<file path="config.mk">
export PLATFORM = sky130hd
export DESIGN_NAME = rolling_code_table_flat
export DESIGN_NICKNAME = d
export VERILOG_FILES = /design/src/rtl/core/rct_pkg.sv /design/src/rtl/core/rct_cmd_if.sv /design/src/rtl/core/rct_res_if.sv /design/src/rtl/core/rct_ram.sv /design/src/rtl/core/rct_seq.sv /design/src/rtl/core/rolling_code_table.sv /design/src/flat_wrapper.sv
export SDC_FILE = /design/constraint.sdc
export NUM_CORES = 1
export LEC_CHECK = 0
export ABC_AREA = 1
export BUFFER_PORTS_ARGS = -buffer_cell sky130_fd_sc_hd__buf_2
export CAP_MARGIN = 30
export CORE_UTILIZATION = 61
export CTS_CLUSTER_DIAMETER = 200
export DETAILED_ROUTE_END_ITERATION = 7
export HOLD_SLACK_MARGIN = 0.06
export PLACE_DENSITY = 0.78
export SLEW_MARGIN = 25
export SYNTH_ARGS = -nofsm -noshare
export SYNTH_HDL_FRONTEND = slang
export SYNTH_SLANG_ARGS = --single-unit
</file>
<file path="constraint.sdc">
create_clock -name i_clk -period 6.2 [get_ports i_clk]
set_input_delay 0.93 -clock i_clk [delete_from_list [all_inputs] [get_ports i_clk]]
set_output_delay 0.93 -clock i_clk [all_outputs]
set_load 0.05 [all_outputs]
</file>
<file path="src/rtl/core/rct_pkg.sv">
`timescale 1ns / 1ps
// ----------------------------------------------------------------------------
// rct_pkg: shared types and constants
// Command, result and sequencer types for the rolling code table.
// ----------------------------------------------------------------------------
package rct_pkg;

    localparam int DEFAULT_MAX_ENTRIES = 16;
    localparam int ADDR_W              = 32;
    localparam int CODE_W              = 16;
    localparam int FILL_W              = 5;

    typedef enum logic [1:0] {
        ACT_GET    = 2'd0,
        ACT_SET    = 2'd1,
        ACT_FORGET = 2'd2,
        ACT_CLEAR  = 2'd3
    } t_action;

    typedef enum logic [1:0] {
        STAT_OK        = 2'd0,
        STAT_NOT_FOUND = 2'd1,
        STAT_FULL      = 2'd2
    } t_status;

    typedef enum logic [1:0] {
        ST_IDLE,
        ST_SCAN,
        ST_SHIFT,
        ST_DONE
    } t_state;

    typedef struct packed {
        t_action             action;
        logic [ADDR_W-1:0]   rmt_addr;
        logic [CODE_W-1:0]   code_in;
    } t_cmd;

    typedef struct packed {
        t_status             status;
        logic [CODE_W-1:0]   code_out;
        logic [FILL_W-1:0]   fill_count;
    } t_result;

endpackage

</file>
<file path="src/rtl/core/rct_cmd_if.sv">
`timescale 1ns / 1ps
// ----------------------------------------------------------------------------
// rct_cmd_if: command channel
// Valid/ready channel carrying one table command per transaction.
// ----------------------------------------------------------------------------
interface rct_cmd_if;
    logic                       valid;
    logic                       ready;
    logic [1:0]                 action;
    logic [rct_pkg::ADDR_W-1:0] rmt_addr;
    logic [rct_pkg::CODE_W-1:0] code_in;

    modport source (output valid, output action, output rmt_addr, output code_in,
                    input ready);
    modport sink   (input valid, input action, input rmt_addr, input code_in,
                    output ready);
endinterface

</file>
<file path="src/rtl/core/rct_res_if.sv">
`timescale 1ns / 1ps
// ----------------------------------------------------------------------------
// rct_res_if: result channel
// Valid/ready channel carrying one command result per transaction.
// ----------------------------------------------------------------------------
interface rct_res_if;
    logic                       valid;
    logic                       ready;
    logic [1:0]                 status;
    logic [rct_pkg::CODE_W-1:0] code_out;
    logic [rct_pkg::FILL_W-1:0] fill_count;

    modport source (output valid, output status, output code_out, output fill_count,
                    input ready);
    modport sink   (input valid, input status, input code_out, input fill_count,
                    output ready);
endinterface

</file>
<file path="src/rtl/core/rct_ram.sv">
`timescale 1ns / 1ps
// ----------------------------------------------------------------------------
// rct_ram: generic simple dual-port RAM
// One write port, one read port, read data registered.
// ----------------------------------------------------------------------------
module rct_ram #(
    parameter int WIDTH = 8,
    parameter int DEPTH = 16
) (
    input  logic                                          i_clk,
    input  logic                                          i_we,
    input  logic [((DEPTH > 1) ? $clog2(DEPTH) : 1)-1:0]  i_waddr,
    input  logic [WIDTH-1:0]                              i_wdata,
    input  logic [((DEPTH > 1) ? $clog2(DEPTH) : 1)-1:0]  i_raddr,
    output logic [WIDTH-1:0]                              o_rdata
);
    logic [WIDTH-1:0] r_mem [DEPTH];
    logic [WIDTH-1:0] r_rdata;

    always_ff @(posedge i_clk) begin
        if (i_we) begin
            r_mem[i_waddr] <= i_wdata;
        end
        r_rdata <= r_mem[i_raddr];
    end

    assign o_rdata = r_rdata;
endmodule

</file>
<file path="src/rtl/core/rct_seq.sv">
`timescale 1ns / 1ps
// ----------------------------------------------------------------------------
// rct_seq: table sequencer
// Scans the entry RAM one entry per cycle, updates or appends on set,
// shifts later entries down on forget, and holds the fill count.
// ----------------------------------------------------------------------------
module rct_seq #(
    parameter int MAX_ENTRIES = rct_pkg::DEFAULT_MAX_ENTRIES
) (
    input  logic                                                i_clk,
    input  logic                                                i_rst_n,
    // command side
    input  logic                                                i_cmd_valid,
    input  rct_pkg::t_cmd                                       i_cmd,
    output logic                                                o_cmd_ready,
    // result side
    output logic                                                o_res_valid,
    output rct_pkg::t_result                                    o_res,
    input  logic                                                i_res_ready,
    // entry RAM
    output logic                                                o_we,
    output logic [((MAX_ENTRIES > 1) ? $clog2(MAX_ENTRIES) : 1)-1:0] o_waddr,
    output logic [rct_pkg::ADDR_W+rct_pkg::CODE_W-1:0]          o_wdata,
    output logic [((MAX_ENTRIES > 1) ? $clog2(MAX_ENTRIES) : 1)-1:0] o_raddr,
    input  logic [rct_pkg::ADDR_W+rct_pkg::CODE_W-1:0]          i_rdata
);
    localparam int IDX_W = (MAX_ENTRIES > 1) ? $clog2(MAX_ENTRIES) : 1;
    localparam int CNT_W = $clog2(MAX_ENTRIES + 1);
    localparam int ENT_W = rct_pkg::ADDR_W + rct_pkg::CODE_W;
    localparam logic [CNT_W-1:0] MAX_CNT = CNT_W'(MAX_ENTRIES);

    rct_pkg::t_state  r_state, n_state;
    logic [CNT_W-1:0] r_cnt,   n_cnt;
    logic [IDX_W-1:0] r_idx,   n_idx;
    rct_pkg::t_cmd    r_cmd,   n_cmd;
    rct_pkg::t_result r_res,   n_res;

    logic [CNT_W-1:0] w_idx_p1;
    logic [CNT_W-1:0] w_idx_p2;
    logic             w_hit;
    logic             w_more;
    logic             w_shift_more;

    assign w_idx_p1     = CNT_W'(r_idx) + CNT_W'(1);
    assign w_idx_p2     = w_idx_p1 + CNT_W'(1);
    assign w_hit        = (i_rdata[ENT_W-1:rct_pkg::CODE_W] == r_cmd.rmt_addr);
    assign w_more       = (w_idx_p1 < r_cnt);
    assign w_shift_more = (w_idx_p2 < r_cnt);

    // next state
    always_comb begin
        n_state = r_state;
        case (r_state)
            rct_pkg::ST_IDLE: begin
                if (i_cmd_valid) begin
                    if (i_cmd.action == rct_pkg::ACT_CLEAR || r_cnt == '0) begin
                        n_state = rct_pkg::ST_DONE;
                    end else begin
                        n_state = rct_pkg::ST_SCAN;
                    end
                end
            end
            rct_pkg::ST_SCAN: begin
                if (w_hit) begin
                    if (r_cmd.action == rct_pkg::ACT_FORGET && w_more) begin
                        n_state = rct_pkg::ST_SHIFT;
                    end else begin
                        n_state = rct_pkg::ST_DONE;
                    end
                end else if (!w_more) begin
                    n_state = rct_pkg::ST_DONE;
                end
            end
            rct_pkg::ST_SHIFT: begin
                if (!w_shift_more) begin
                    n_state = rct_pkg::ST_DONE;
                end
            end
            rct_pkg::ST_DONE: begin
                if (i_res_ready) begin
                    n_state = rct_pkg::ST_IDLE;
                end
            end
            default: n_state = rct_pkg::ST_IDLE;
        endcase
    end

    // count, index and result
    always_comb begin
        n_cnt = r_cnt;
        n_idx = r_idx;
        n_cmd = r_cmd;
        n_res = r_res;
        case (r_state)
            rct_pkg::ST_IDLE: begin
                if (i_cmd_valid) begin
                    n_cmd          = i_cmd;
                    n_idx          = '0;
                    n_res.status   = rct_pkg::STAT_OK;
                    n_res.code_out = '0;
                    if (i_cmd.action == rct_pkg::ACT_CLEAR) begin
                        n_cnt = '0;
                    end else if (r_cnt == '0) begin
                        if (i_cmd.action == rct_pkg::ACT_SET) begin
                            n_cnt = CNT_W'(1);
                        end else begin
                            n_res.status = rct_pkg::STAT_NOT_FOUND;
                        end
                    end
                end
            end
            rct_pkg::ST_SCAN: begin
                if (w_hit) begin
                    case (r_cmd.action)
                        rct_pkg::ACT_GET: begin
                            n_res.code_out = i_rdata[rct_pkg::CODE_W-1:0];
                        end
                        rct_pkg::ACT_FORGET: begin
                            if (!w_more) begin
                                n_cnt = r_cnt - CNT_W'(1);
                            end
                        end
                        default: ;
                    endcase
                end else if (w_more) begin
                    n_idx = IDX_W'(w_idx_p1);
                end else if (r_cmd.action == rct_pkg::ACT_SET) begin
                    if (r_cnt >= MAX_CNT) begin
                        n_res.status = rct_pkg::STAT_FULL;
                    end else begin
                        n_cnt = r_cnt + CNT_W'(1);
                    end
                end else begin
                    n_res.status = rct_pkg::STAT_NOT_FOUND;
                end
            end
            rct_pkg::ST_SHIFT: begin
                n_idx = IDX_W'(w_idx_p1);
                if (!w_shift_more) begin
                    n_cnt = r_cnt - CNT_W'(1);
                end
            end
            default: ;
        endcase
        if (r_state != rct_pkg::ST_DONE) begin
            n_res.fill_count = rct_pkg::FILL_W'(n_cnt);
        end
    end

    // handshake and RAM control
    always_comb begin
        o_cmd_ready = (r_state == rct_pkg::ST_IDLE);
        o_res_valid = (r_state == rct_pkg::ST_DONE);
        o_res       = r_res;
        o_we        = 1'b0;
        o_waddr     = r_idx;
        o_wdata     = {r_cmd.rmt_addr, r_cmd.code_in};
        o_raddr     = r_idx;
        case (r_state)
            rct_pkg::ST_IDLE: begin
                o_raddr = '0;
                if (i_cmd_valid && i_cmd.action == rct_pkg::ACT_SET && r_cnt == '0) begin
                    o_we    = 1'b1;
                    o_waddr = '0;
                    o_wdata = {i_cmd.rmt_addr, i_cmd.code_in};
                end
            end
            rct_pkg::ST_SCAN: begin
                o_raddr = IDX_W'(w_idx_p1);
                if (r_cmd.action == rct_pkg::ACT_SET) begin
                    if (w_hit) begin
                        o_we = 1'b1;
                    end else if (!w_more && r_cnt < MAX_CNT) begin
                        o_we    = 1'b1;
                        o_waddr = IDX_W'(r_cnt);
                    end
                end
            end
            rct_pkg::ST_SHIFT: begin
                o_raddr = IDX_W'(w_idx_p2);
                o_we    = 1'b1;
                o_wdata = i_rdata;
            end
            default: ;
        endcase
    end

    always_ff @(posedge i_clk) begin
        if (!i_rst_n) begin
            r_state <= rct_pkg::ST_IDLE;
            r_cnt   <= '0;
        end else begin
            r_state <= n_state;
            r_cnt   <= n_cnt;
        end
    end

    always_ff @(posedge i_clk) begin
        r_idx <= n_idx;
        r_cmd <= n_cmd;
        r_res <= n_res;
    end
endmodule

</file>
<file path="src/rtl/core/rolling_code_table.sv">
`timescale 1ns / 1ps
// ----------------------------------------------------------------------------
// rolling_code_table: remote address / rolling code table
// Up to MAX_ENTRIES pairs of 32-bit address and 16-bit code in one RAM,
// with get, set, forget and clear commands.
// ----------------------------------------------------------------------------
// Clear, and any command on an empty table, go from idle straight to done.
//   Get/set: scan the entries in order until a hit or the end, one RAM read per cycle.
//   Forget: additionally moves each later entry down one slot.
// One command at a time: no new command is taken until the sequencer has handed off its result.
// Reset clears the fill count, the sequencer state and the output valid; RAM contents are left as they are.
// ----------------------------------------------------------------------------
module rolling_code_table #(
    parameter int MAX_ENTRIES = rct_pkg::DEFAULT_MAX_ENTRIES
) (
    input  logic      i_clk,
    input  logic      i_rst_n,
    rct_cmd_if.sink   i_cmd,
    rct_res_if.source o_res
);
    localparam int IDX_W = (MAX_ENTRIES > 1) ? $clog2(MAX_ENTRIES) : 1;
    localparam int ENT_W = rct_pkg::ADDR_W + rct_pkg::CODE_W;

    rct_pkg::t_cmd    w_cmd;
    rct_pkg::t_result w_res;
    logic             w_res_valid;
    logic             w_res_ready;

    // entry RAM port
    logic             w_we;
    logic [IDX_W-1:0] w_waddr;
    logic [ENT_W-1:0] w_wdata;
    logic [IDX_W-1:0] w_raddr;
    logic [ENT_W-1:0] w_rdata;

    // output register: decouples the sequencer from the result channel
    logic             r_out_valid;
    rct_pkg::t_result r_out;

    assign w_cmd.action   = rct_pkg::t_action'(i_cmd.action);
    assign w_cmd.rmt_addr = i_cmd.rmt_addr;
    assign w_cmd.code_in  = i_cmd.code_in;

    rct_seq #(
        .MAX_ENTRIES (MAX_ENTRIES)
    ) u_seq (
        .i_clk       (i_clk),
        .i_rst_n     (i_rst_n),
        .i_cmd_valid (i_cmd.valid),
        .i_cmd       (w_cmd),
        .o_cmd_ready (i_cmd.ready),
        .o_res_valid (w_res_valid),
        .o_res       (w_res),
        .i_res_ready (w_res_ready),
        .o_we        (w_we),
        .o_waddr     (w_waddr),
        .o_wdata     (w_wdata),
        .o_raddr     (w_raddr),
        .i_rdata     (w_rdata)
    );

    // each word: address in the upper bits, code in the lower bits
    rct_ram #(
        .WIDTH (ENT_W),
        .DEPTH (MAX_ENTRIES)
    ) u_ram (
        .i_clk   (i_clk),
        .i_we    (w_we),
        .i_waddr (w_waddr),
        .i_wdata (w_wdata),
        .i_raddr (w_raddr),
        .o_rdata (w_rdata)
    );

    // result slot is free when empty or being drained this cycle
    assign w_res_ready = !r_out_valid || o_res.ready;

    always_ff @(posedge i_clk) begin
        if (!i_rst_n) begin
            r_out_valid <= 1'b0;
        end else if (w_res_ready) begin
            r_out_valid <= w_res_valid;
        end
    end

    always_ff @(posedge i_clk) begin
        if (w_res_valid && w_res_ready) begin
            r_out <= w_res;
        end
    end

    assign o_res.valid      = r_out_valid;
    assign o_res.status     = r_out.status;
    assign o_res.code_out   = r_out.code_out;
    assign o_res.fill_count = r_out.fill_count;

    // a code is only ever returned by a successful get
    a_code_only_ok: assert property (@(posedge i_clk) disable iff (!i_rst_n)
        (o_res.valid && o_res.status != rct_pkg::STAT_OK) |-> (o_res.code_out == '0))
        else $error("nonzero code with error status");

    // full status only when the table is at capacity
    a_full_count: assert property (@(posedge i_clk) disable iff (!i_rst_n)
        (o_res.valid && o_res.status == rct_pkg::STAT_FULL)
            |-> (o_res.fill_count == rct_pkg::FILL_W'(MAX_ENTRIES)))
        else $error("full status below capacity");

    // a finished result always lands in the output register
    a_res_loaded: assert property (@(posedge i_clk) disable iff (!i_rst_n)
        (w_res_valid && w_res_ready) |=> r_out_valid)
        else $error("result lost between sequencer and output");
endmodule

</file>
<file path="src/flat_wrapper.sv">
// flat-port wrapper written by rule: the top's interface ports become plain ports
module rolling_code_table_flat 
#(
    parameter int MAX_ENTRIES = rct_pkg::DEFAULT_MAX_ENTRIES
)
  (i_clk, i_rst_n, i_cmd_valid, i_cmd_action, i_cmd_rmt_addr, i_cmd_code_in, i_cmd_ready, o_res_valid, o_res_status, o_res_code_out, o_res_fill_count, o_res_ready);
  rct_cmd_if i_cmd_i ();
  rct_res_if o_res_i ();
  input  logic i_clk;
  input  logic i_rst_n;
  input wire logic [$bits(i_cmd_i.valid)-1:0] i_cmd_valid;
  input wire logic [$bits(i_cmd_i.action)-1:0] i_cmd_action;
  input wire logic [$bits(i_cmd_i.rmt_addr)-1:0] i_cmd_rmt_addr;
  input wire logic [$bits(i_cmd_i.code_in)-1:0] i_cmd_code_in;
  output wire logic [$bits(i_cmd_i.ready)-1:0] i_cmd_ready;
  output wire logic [$bits(o_res_i.valid)-1:0] o_res_valid;
  output wire logic [$bits(o_res_i.status)-1:0] o_res_status;
  output wire logic [$bits(o_res_i.code_out)-1:0] o_res_code_out;
  output wire logic [$bits(o_res_i.fill_count)-1:0] o_res_fill_count;
  input wire logic [$bits(o_res_i.ready)-1:0] o_res_ready;
  assign i_cmd_i.valid = i_cmd_valid;
  assign i_cmd_i.action = i_cmd_action;
  assign i_cmd_i.rmt_addr = i_cmd_rmt_addr;
  assign i_cmd_i.code_in = i_cmd_code_in;
  assign i_cmd_ready = i_cmd_i.ready;
  assign o_res_valid = o_res_i.valid;
  assign o_res_status = o_res_i.status;
  assign o_res_code_out = o_res_i.code_out;
  assign o_res_fill_count = o_res_i.fill_count;
  assign o_res_i.ready = o_res_ready;
  rolling_code_table #(.MAX_ENTRIES(MAX_ENTRIES)) u_core (.i_clk(i_clk), .i_rst_n(i_rst_n), .i_cmd(i_cmd_i), .o_res(o_res_i));
endmodule
</file>
==> results of run 1 <==
## power by group
group	leakage, nW	switching (mW)	internal [mW]
sequential	8.38	0.315	8.79
combinational	6.28	7.05	3.30
clock	1.58	2.35	3.51
## Yosys cell counts, drive strengths merged
cell | number | area, um2
a22oi | 1 | 7.51
dfxtp | 56 | 1120
o21ai | 260 | 1300
a31oi | 147 | 947
or2 | 144 | 901
nor3 | 3 | 15.0
o22ai | 1 | 6.26
edfxtp | 868 | 26100
o211ai | 36 | 270
o221ai | 16 | 140
o21bai | 1 | 7.51
nor2 | 60 | 235
buf | 100 | 572
nand2 | 510 | 1920
a31o | 1 | 8.76
ha | 17 | 213
or3 | 1 | 6.26
nand4 | 5 | 31.3
nand3 | 78 | 390
a2bb2oi | 1 | 8.76
a21oi | 71 | 359
clkinv | 1 | 3.75
clkbuf | 63 | 236
o31ai | 1 | 21.3
a2111oi | 1 | 8.76
inv | 364 | 1370
xor2 | 6 | 60.1
mux2 | 192 | 2160
o21a | 48 | 360
xnor2 | 19 | 166
## area by class of cell
class	instances	area [um2]	share of cell area
inverters	365	1370	0.0313
well taps	846	1060	0.0241
clock buffers	123	2610	0.0594
flip-flops and latches	924	27200	0.618
clock inverters	50	597	0.0136
repair buffers	161	1350	0.0308
multi-input cells	1620	9780	0.222
diodes	1	2.50	0.0000569
## registers in the layout, indices dropped and copies added, names as in the netlist
| register | count |
|---|---|
| u_core.o_res.code_out | 16 |
| u_core.o_res.status | 2 |
| u_core.u_ram.r_mem | 768 |
| u_core.u_seq.o_res | 23 |
| u_core.o_res.valid | 1 |
| u_core.u_seq.r_cmd | 50 |
| u_core.u_seq.r_cnt | 5 |
| u_core.o_res.fill_count | 5 |
| u_core.u_seq.r_idx | 4 |
| u_core.u_ram.o_rdata | 48 |
| u_core.u_seq.r_state | 2 |
## per-layer routing
layer  vias to the layer above  track usage
met3                       175       0.0487
met4                         0        0.106
li1                      11000            -
met5                         -            0
met2                      1332        0.477
met1                     12000        0.393
## through the flow
step,hold WS (ps),power (mW),setup slack (ps)
2_1_floorplan,400,15.9,1340
3_3_place_gp,401,18.9,1500
3_5_place_dp,407,19.2,1410
4_1_cts,421,25.2,1360
5_1_grt,427,26.4,865
6_report,422,25.3,1250
## cell families (layout without fill, tap and decap cells)
logic type               Yosys count  in the layout  share of synthesized area
flip-flops                       924            924                      0.699
AND/OR/NAND/NOR                  801            801                     0.0899
AO/OA/AOI/OAI                    585            585                     0.0886
buffers and inverters            528            699                     0.0560
multiplexers                     192            192                     0.0556
XOR/XNOR                          25             25                    0.00582
adder cells (fa/ha/maj)           17             17                    0.00547
other                              0              1                          0
## worst paths after layout
check                                       startpoint                                   to  cells after the start  slack [ps]
hold / removal    u_core.u_seq.o_res[14]$_SDFFCE_PN0P_   u_core.o_res.code_out[9]$_DFFE_PP_                      0         420
setup reg to reg   u_core.u_seq.r_idx[0]$_SDFFCE_PN0P_  u_core.u_ram.r_mem[0][34]$_DFFE_PP_                     15        1250
setup / recovery   u_core.u_seq.r_idx[0]$_SDFFCE_PN0P_  u_core.u_ram.r_mem[0][34]$_DFFE_PP_                     15        1250
hold reg to reg   u_core.u_seq.o_res[14]$_SDFFCE_PN0P_   u_core.o_res.code_out[9]$_DFFE_PP_                      0         420
## worst register-to-register path, delay by kind of cell (launching register included)
| kind | cells | cell delay (ps) |
|---|---|---|
| adder cells (fa/ha/maj) | 2 | 680 |
| AO/OA/AOI/OAI | 1 | 340 |
| flip-flops | 1 | 590 |
| buffers and inverters | 3 | 520 |
| AND/OR/NAND/NOR | 9 | 2510 |
==> flow_summary.json, run 1 <==
{
  "path_class": "flop to flop",
  "dpl.cell_count": 3911,
  "rsz0062_at_grt": "false",
  "fin_nets": 3235,
  "synth_cells": 3072,
  "irDropWorstVdd_uv": 848,
  "dr.pass1.iters": 6,
  "antenna_found_initial": 2,
  "core_um2": 63100,
  "hpwlAfterDp_um": 54900,
  "clock_latency_ps": 650,
  "grt_pass1_wl_um": 140000,
  "fin_util": 0.697,
  "cts_resized": 0,
  "grt_overflow": 0,
  "slowest_delay_ps": 850,
  "setup-violations-final": 0,
  "ant_nets": 0,
  "htree_num_levels": 3,
  "postCtsSetupRepairBufs": 0,
  "grt_usage": 0.291,
  "final_cell_mix": "edfxtp_1 (868), nand2_1 (508), inv_1 (357), mux2_2 (192)",
  "wl_per_cell_um": 23.0,
  "crit_family": "simple AND/OR/NAND/NOR gates",
  "fillers": 4096,
  "cts_sinks": 924,
  "leakagePower_nw": 16.2,
  "hold_class": "flop to flop",
  "grt_pass1_vias": 24000,
  "tritoncts": "yes",
  "syn_nets": 3143,
  "finalClockSkew_ps": 29.1,
  "wl_met3_um": 8710,
  "post-route-drc-count": 0,
  "post_dp_cell_area_um2": 40700,
  "finalCritPeriodShare": 0.799,
  "worst_pin_slew_ps": 1060,
  "vias": 24500,
  "synth_area_per_cell_um2": 12.7,
  "path_max_fanout": 26,
  "seq_area_frac_synth": 0.699,
  "cp_slowest_cell": "nor2_4",
  "start_util": 0.617,
  "final_common_cell": "edfxtp_1",
  "num_rows": 92,
  "status": "finished, final reports clean",
  "finalMaxSlewViolations": 0,
  "critPathCaptureType": "flop",
  "synth_cell_type_count": 42,
  "yosysWarnings": 0,
  "cts_root_buf": "clkbuf_16",
  "timing.final.crit_period_ps": 4950,
  "grt_max_degree": 191,
  "drv_cap": 0,
  "wl_met1_um": 36700,
  "routabilityCongestion": 0.840,
  "top_layer_used": "met4",
  "syn-cell-area_um2": 38900,
  "numCtsBuffers": 92,
  "crit_arrival_ps": 5290,
  "ys_seq_elements": 924,
  "powerDensity_nw_per_um2": 576,
  "finalInstanceArea_um2": 44000,
  "maxSlewHeadroom": 0.295,
  "vias_per_cell": 5.99,
  "route.met2.wl_um": 45600,
  "final_hold_viol_count": 0,
  "portBuffers": 78,
  "finalWirelength_um": 93900,
  "io-pin-count": 79,
  "drt-initial-drc-count": 3064,
  "clk_pin_slew_worst_paths_ps": 60,
  "crit_top_cell": "nand2_1",
  "max_freq_mhz": 202,
  "cp_cell_sequence": "inv_2 > ha_1 > inv_1 > ha_1 > nand4_1 > nand3_1 > nand2_1 > nor2_2 > nand2_1 > nand2_1 > nand2_1 > a21oi_1 > nand3_1 > nor2_4 > buf_12",
  "crit_path_start_kind": "flop",
  "cts.path.max_buffers": 3,
  "areaGrowthSynthToFinish_pct": 13.0,
  "die_w_um": 255,
  "fin_tns_setup_ps": 0,
  "layout-drive-gt1-share": 0.214,
  "dieHeight_um": 255,
  "critical_path_required_ps": 6530,
  "cp_num_buf_inv": 3,
  "cts_hold_buffers": 0,
  "instances_no_fill": 4090,
  "die_area_um2": 64800
}
Note: power is estimated with default switching activity, not from simulation.
==> run 2, diff against run 1 <==
==> constraint.sdc (replaced) <==
create_clock -name i_clk -period 4.6 [get_ports i_clk]
set_input_delay 0.69 -clock i_clk [delete_from_list [all_inputs] [get_ports i_clk]]
set_output_delay 0.69 -clock i_clk [all_outputs]
set_load 0.05 [all_outputs]
==> run 2 against run 1 <==
  * Sequential cell count stayed put
  * Hold slack worse by 180 ps
  * Register-to-register slack worse by 600 ps
  * Core utilization is 0.12 points lower
  * Critical endpoint is now u_core.u_ram.r_mem[4][4]$_DFFE_PP_
  * Highest routed layer is now met5
==> flow_summary.json, run 2 (synthesized netlist as in run 1, its figures left out) <==
{
  "final_common_cell": "edfxtp_1",
  "grt_use_met2": 0.453,
  "hold_class": "input pin to flop",
  "rrSetupSlack_ps": 650,
  "cts_root_buf": "clkbuf_16",
  "final_hold_viol_count": 0,
  "die_w_um": 255,
  "max_freq_mhz": 253,
  "crit_arrival_ps": 4260,
  "drt-initial-drc-count": 2231,
  "regMostFlops": "u_core.u_ram.r_mem",
  "cts_resized": 0,
  "powerDensity_nw_per_um2": 752,
  "numCtsBuffers": 91,
  "io-pin-count": 79,
  "post-route-drc-count": 0,
  "finalInstanceArea_um2": 43900,
  "finalClockSkew_ps": 21.2,
  "fin_tns_setup_ps": 0,
  "final_cell_mix": "edfxtp_1 (868), nand2_1 (508), inv_1 (357), mux2_2 (192)",
  "fin_nets": 3245,
  "path_max_fanout": 31,
  "vias_per_cell": 5.86,
  "cp_slowest_cell": "edfxtp_1",
  "dieHeight_um": 255,
  "clk_pin_slew_worst_paths_ps": 60,
  "path_class": "flop to flop",
  "power.total_mw": 33.0,
  "ant_nets": 0,
  "grt_use_met1": 0.360,
  "rsz0062_at_grt": "false",
  "num_rows": 92,
  "holdPathEnd": "u_core.u_seq.r_cmd[41]$_DFFE_PP_",
  "critical_path_required_ps": 4920,
  "r2r_end": "u_core.u_ram.r_mem[4][4]$_DFFE_PP_",
  "core_um2": 63100,
  "crit_family": "simple AND/OR/NAND/NOR gates",
  "post_dp_cell_area_um2": 40600,
  "grt_usage": 0.271,
  "pre_cts_ws_ps": 726,
  "cp_cell_sequence": "inv_2 > ha_1 > inv_1 > ha_1 > nand4_1 > nand3_1 > nand2_1 > nor2_2 > nand2_1 > nand2_1 > nand2_1 > a21oi_1 > nand3_1 > nor2_4 > buf_12",
  "portBuffers": 78,
  "whs_path_depth": 1,
  "r2r_cells": 15,
  "status": "finished, final reports clean",
  "seq_area_um2": 27200,
  "grt_pass1_vias": 23700,
  "grt_max_degree": 156,
  "routabilityCongestion": 0.874,
  "hpwlAfterDp_um": 46700,
  "cts.path.max_buffers": 3,
  "setup-violations-final": 0,
  "layout-drive-gt1-share": 0.212,
  "htree_num_levels": 3,
  "finalWirelength_um": 87000,
  "die_area_um2": 64800,
  "worst_pin_slew_ps": 917,
  "leakagePower_nw": 16.2,
  "critPathCaptureType": "flop",
  "start_util": 0.617,
  "fin_ws_ps": 651,
  "irDropWorstVdd_uv": 464,
  "fillers": 4110,
  "grt_overflow": 0,
  "cts_hold_buffers": 0,
  "areaGrowthSynthToFinish_pct": 12.8,
  "min-delay-start": "i_cmd_rmt_addr[25]",
  "fin_util": 0.696,
  "cp_num_buf_inv": 3,
  "grt_pass1_wl_um": 132000,
  "vias": 24000,
  "clock_latency_ps": 640,
  "multi_input_area_um2": 9750,
  "postCtsSetupRepairBufs": 0,
  "largest_register_ffs": 768,
  "dr.pass1.iters": 6,
  "maxSlewHeadroom": 0.386,
  "antenna_found_initial": 1,
  "cts_sinks": 924,
  "busiest_layer": "met2",
  "diodes": 0,
  "crit_top_cell": "nand2_1",
  "wl_per_cell_um": 21.2,
  "finalCritPeriodShare": 0.858,
  "tritoncts": "yes",
  "finalMaxSlewViolations": 0,
  "use_met3": 0.0396,
  "worstReg2RegStart": "u_core.u_seq.r_idx[0]$_SDFFCE_PN0P_",
  "drv_cap": 0,
  "timing.final.crit_period_ps": 3950,
  "crit_path_start_kind": "flop",
  "slowest_delay_ps": 580
}
==> run 2: changes by cell type in the layout (fill, tap and decap cells not counted), moves of 6 or more <==
| cell | before | now |
|---|---|---|
| buf_4 | 52 | 38 |
| clkbuf_4 | 0 | 23 |
| clkbuf_8 | 13 | 7 |
| clkbuf_1 | 15 | 21 |
==> run 2: where the power goes <==
group          leakage (nW)  internal [mW]  switching (mW)
clock                  1.50           4.51            3.10
combinational          6.32           4.50            8.57
sequential             8.38           11.8           0.472
total                  16.2           20.8            12.1
==> run 2: final cells by class <==
class,instances,area share
flip-flops and latches,924,0.619
multi-input cells,1620,0.222
clock buffers,121,0.0570
repair buffers,172,0.0330
inverters,365,0.0313
well taps,846,0.0241
clock inverters,47,0.0130
==> run 2: routing by layer <==
metal,wire length [um],up-vias
met5,20,-
met1,35600,11800
li1,-,11000
met2,42900,947
met4,2560,2
met3,5930,179
==> run 2: how the worst max path moves through the flow <==
stage	from	end	slack, ps	cells after the start
finish	u_core.u_seq.r_idx[0]$_SDFFCE_PN0P_	u_core.u_ram.r_mem[4][4]$_DFFE_PP_	650	15
CTS	u_core.u_seq.r_idx[0]$_SDFFCE_PN0P_	u_core.u_ram.r_mem[4][4]$_DFFE_PP_	680	15
floorplan	u_core.u_seq.r_idx[1]$_SDFFCE_PN0P_	u_core.u_ram.r_mem[0][0]$_DFFE_PP_	-260	18
global route	u_core.u_seq.r_idx[0]$_SDFFCE_PN0P_	u_core.u_ram.r_mem[4][21]$_DFFE_PP_	390	15
detailed placement	u_core.u_seq.r_idx[0]$_SDFFCE_PN0P_	u_core.u_ram.r_mem[4][40]$_DFFE_PP_	730	15
global placement	u_core.u_seq.r_idx[0]$_SDFFCE_PN0P_	u_core.u_ram.r_mem[4][42]$_DFFE_PP_	850	15
==> run 2: through the flow <==
stage | hold slack [ps] | std cells
after floorplan | 400 | 3072
after global placement | 400 | 3898
after detailed placement | 405 | 3902
after CTS | 207 | 4070
after global routing | 223 | 4095
final | 240 | 4095
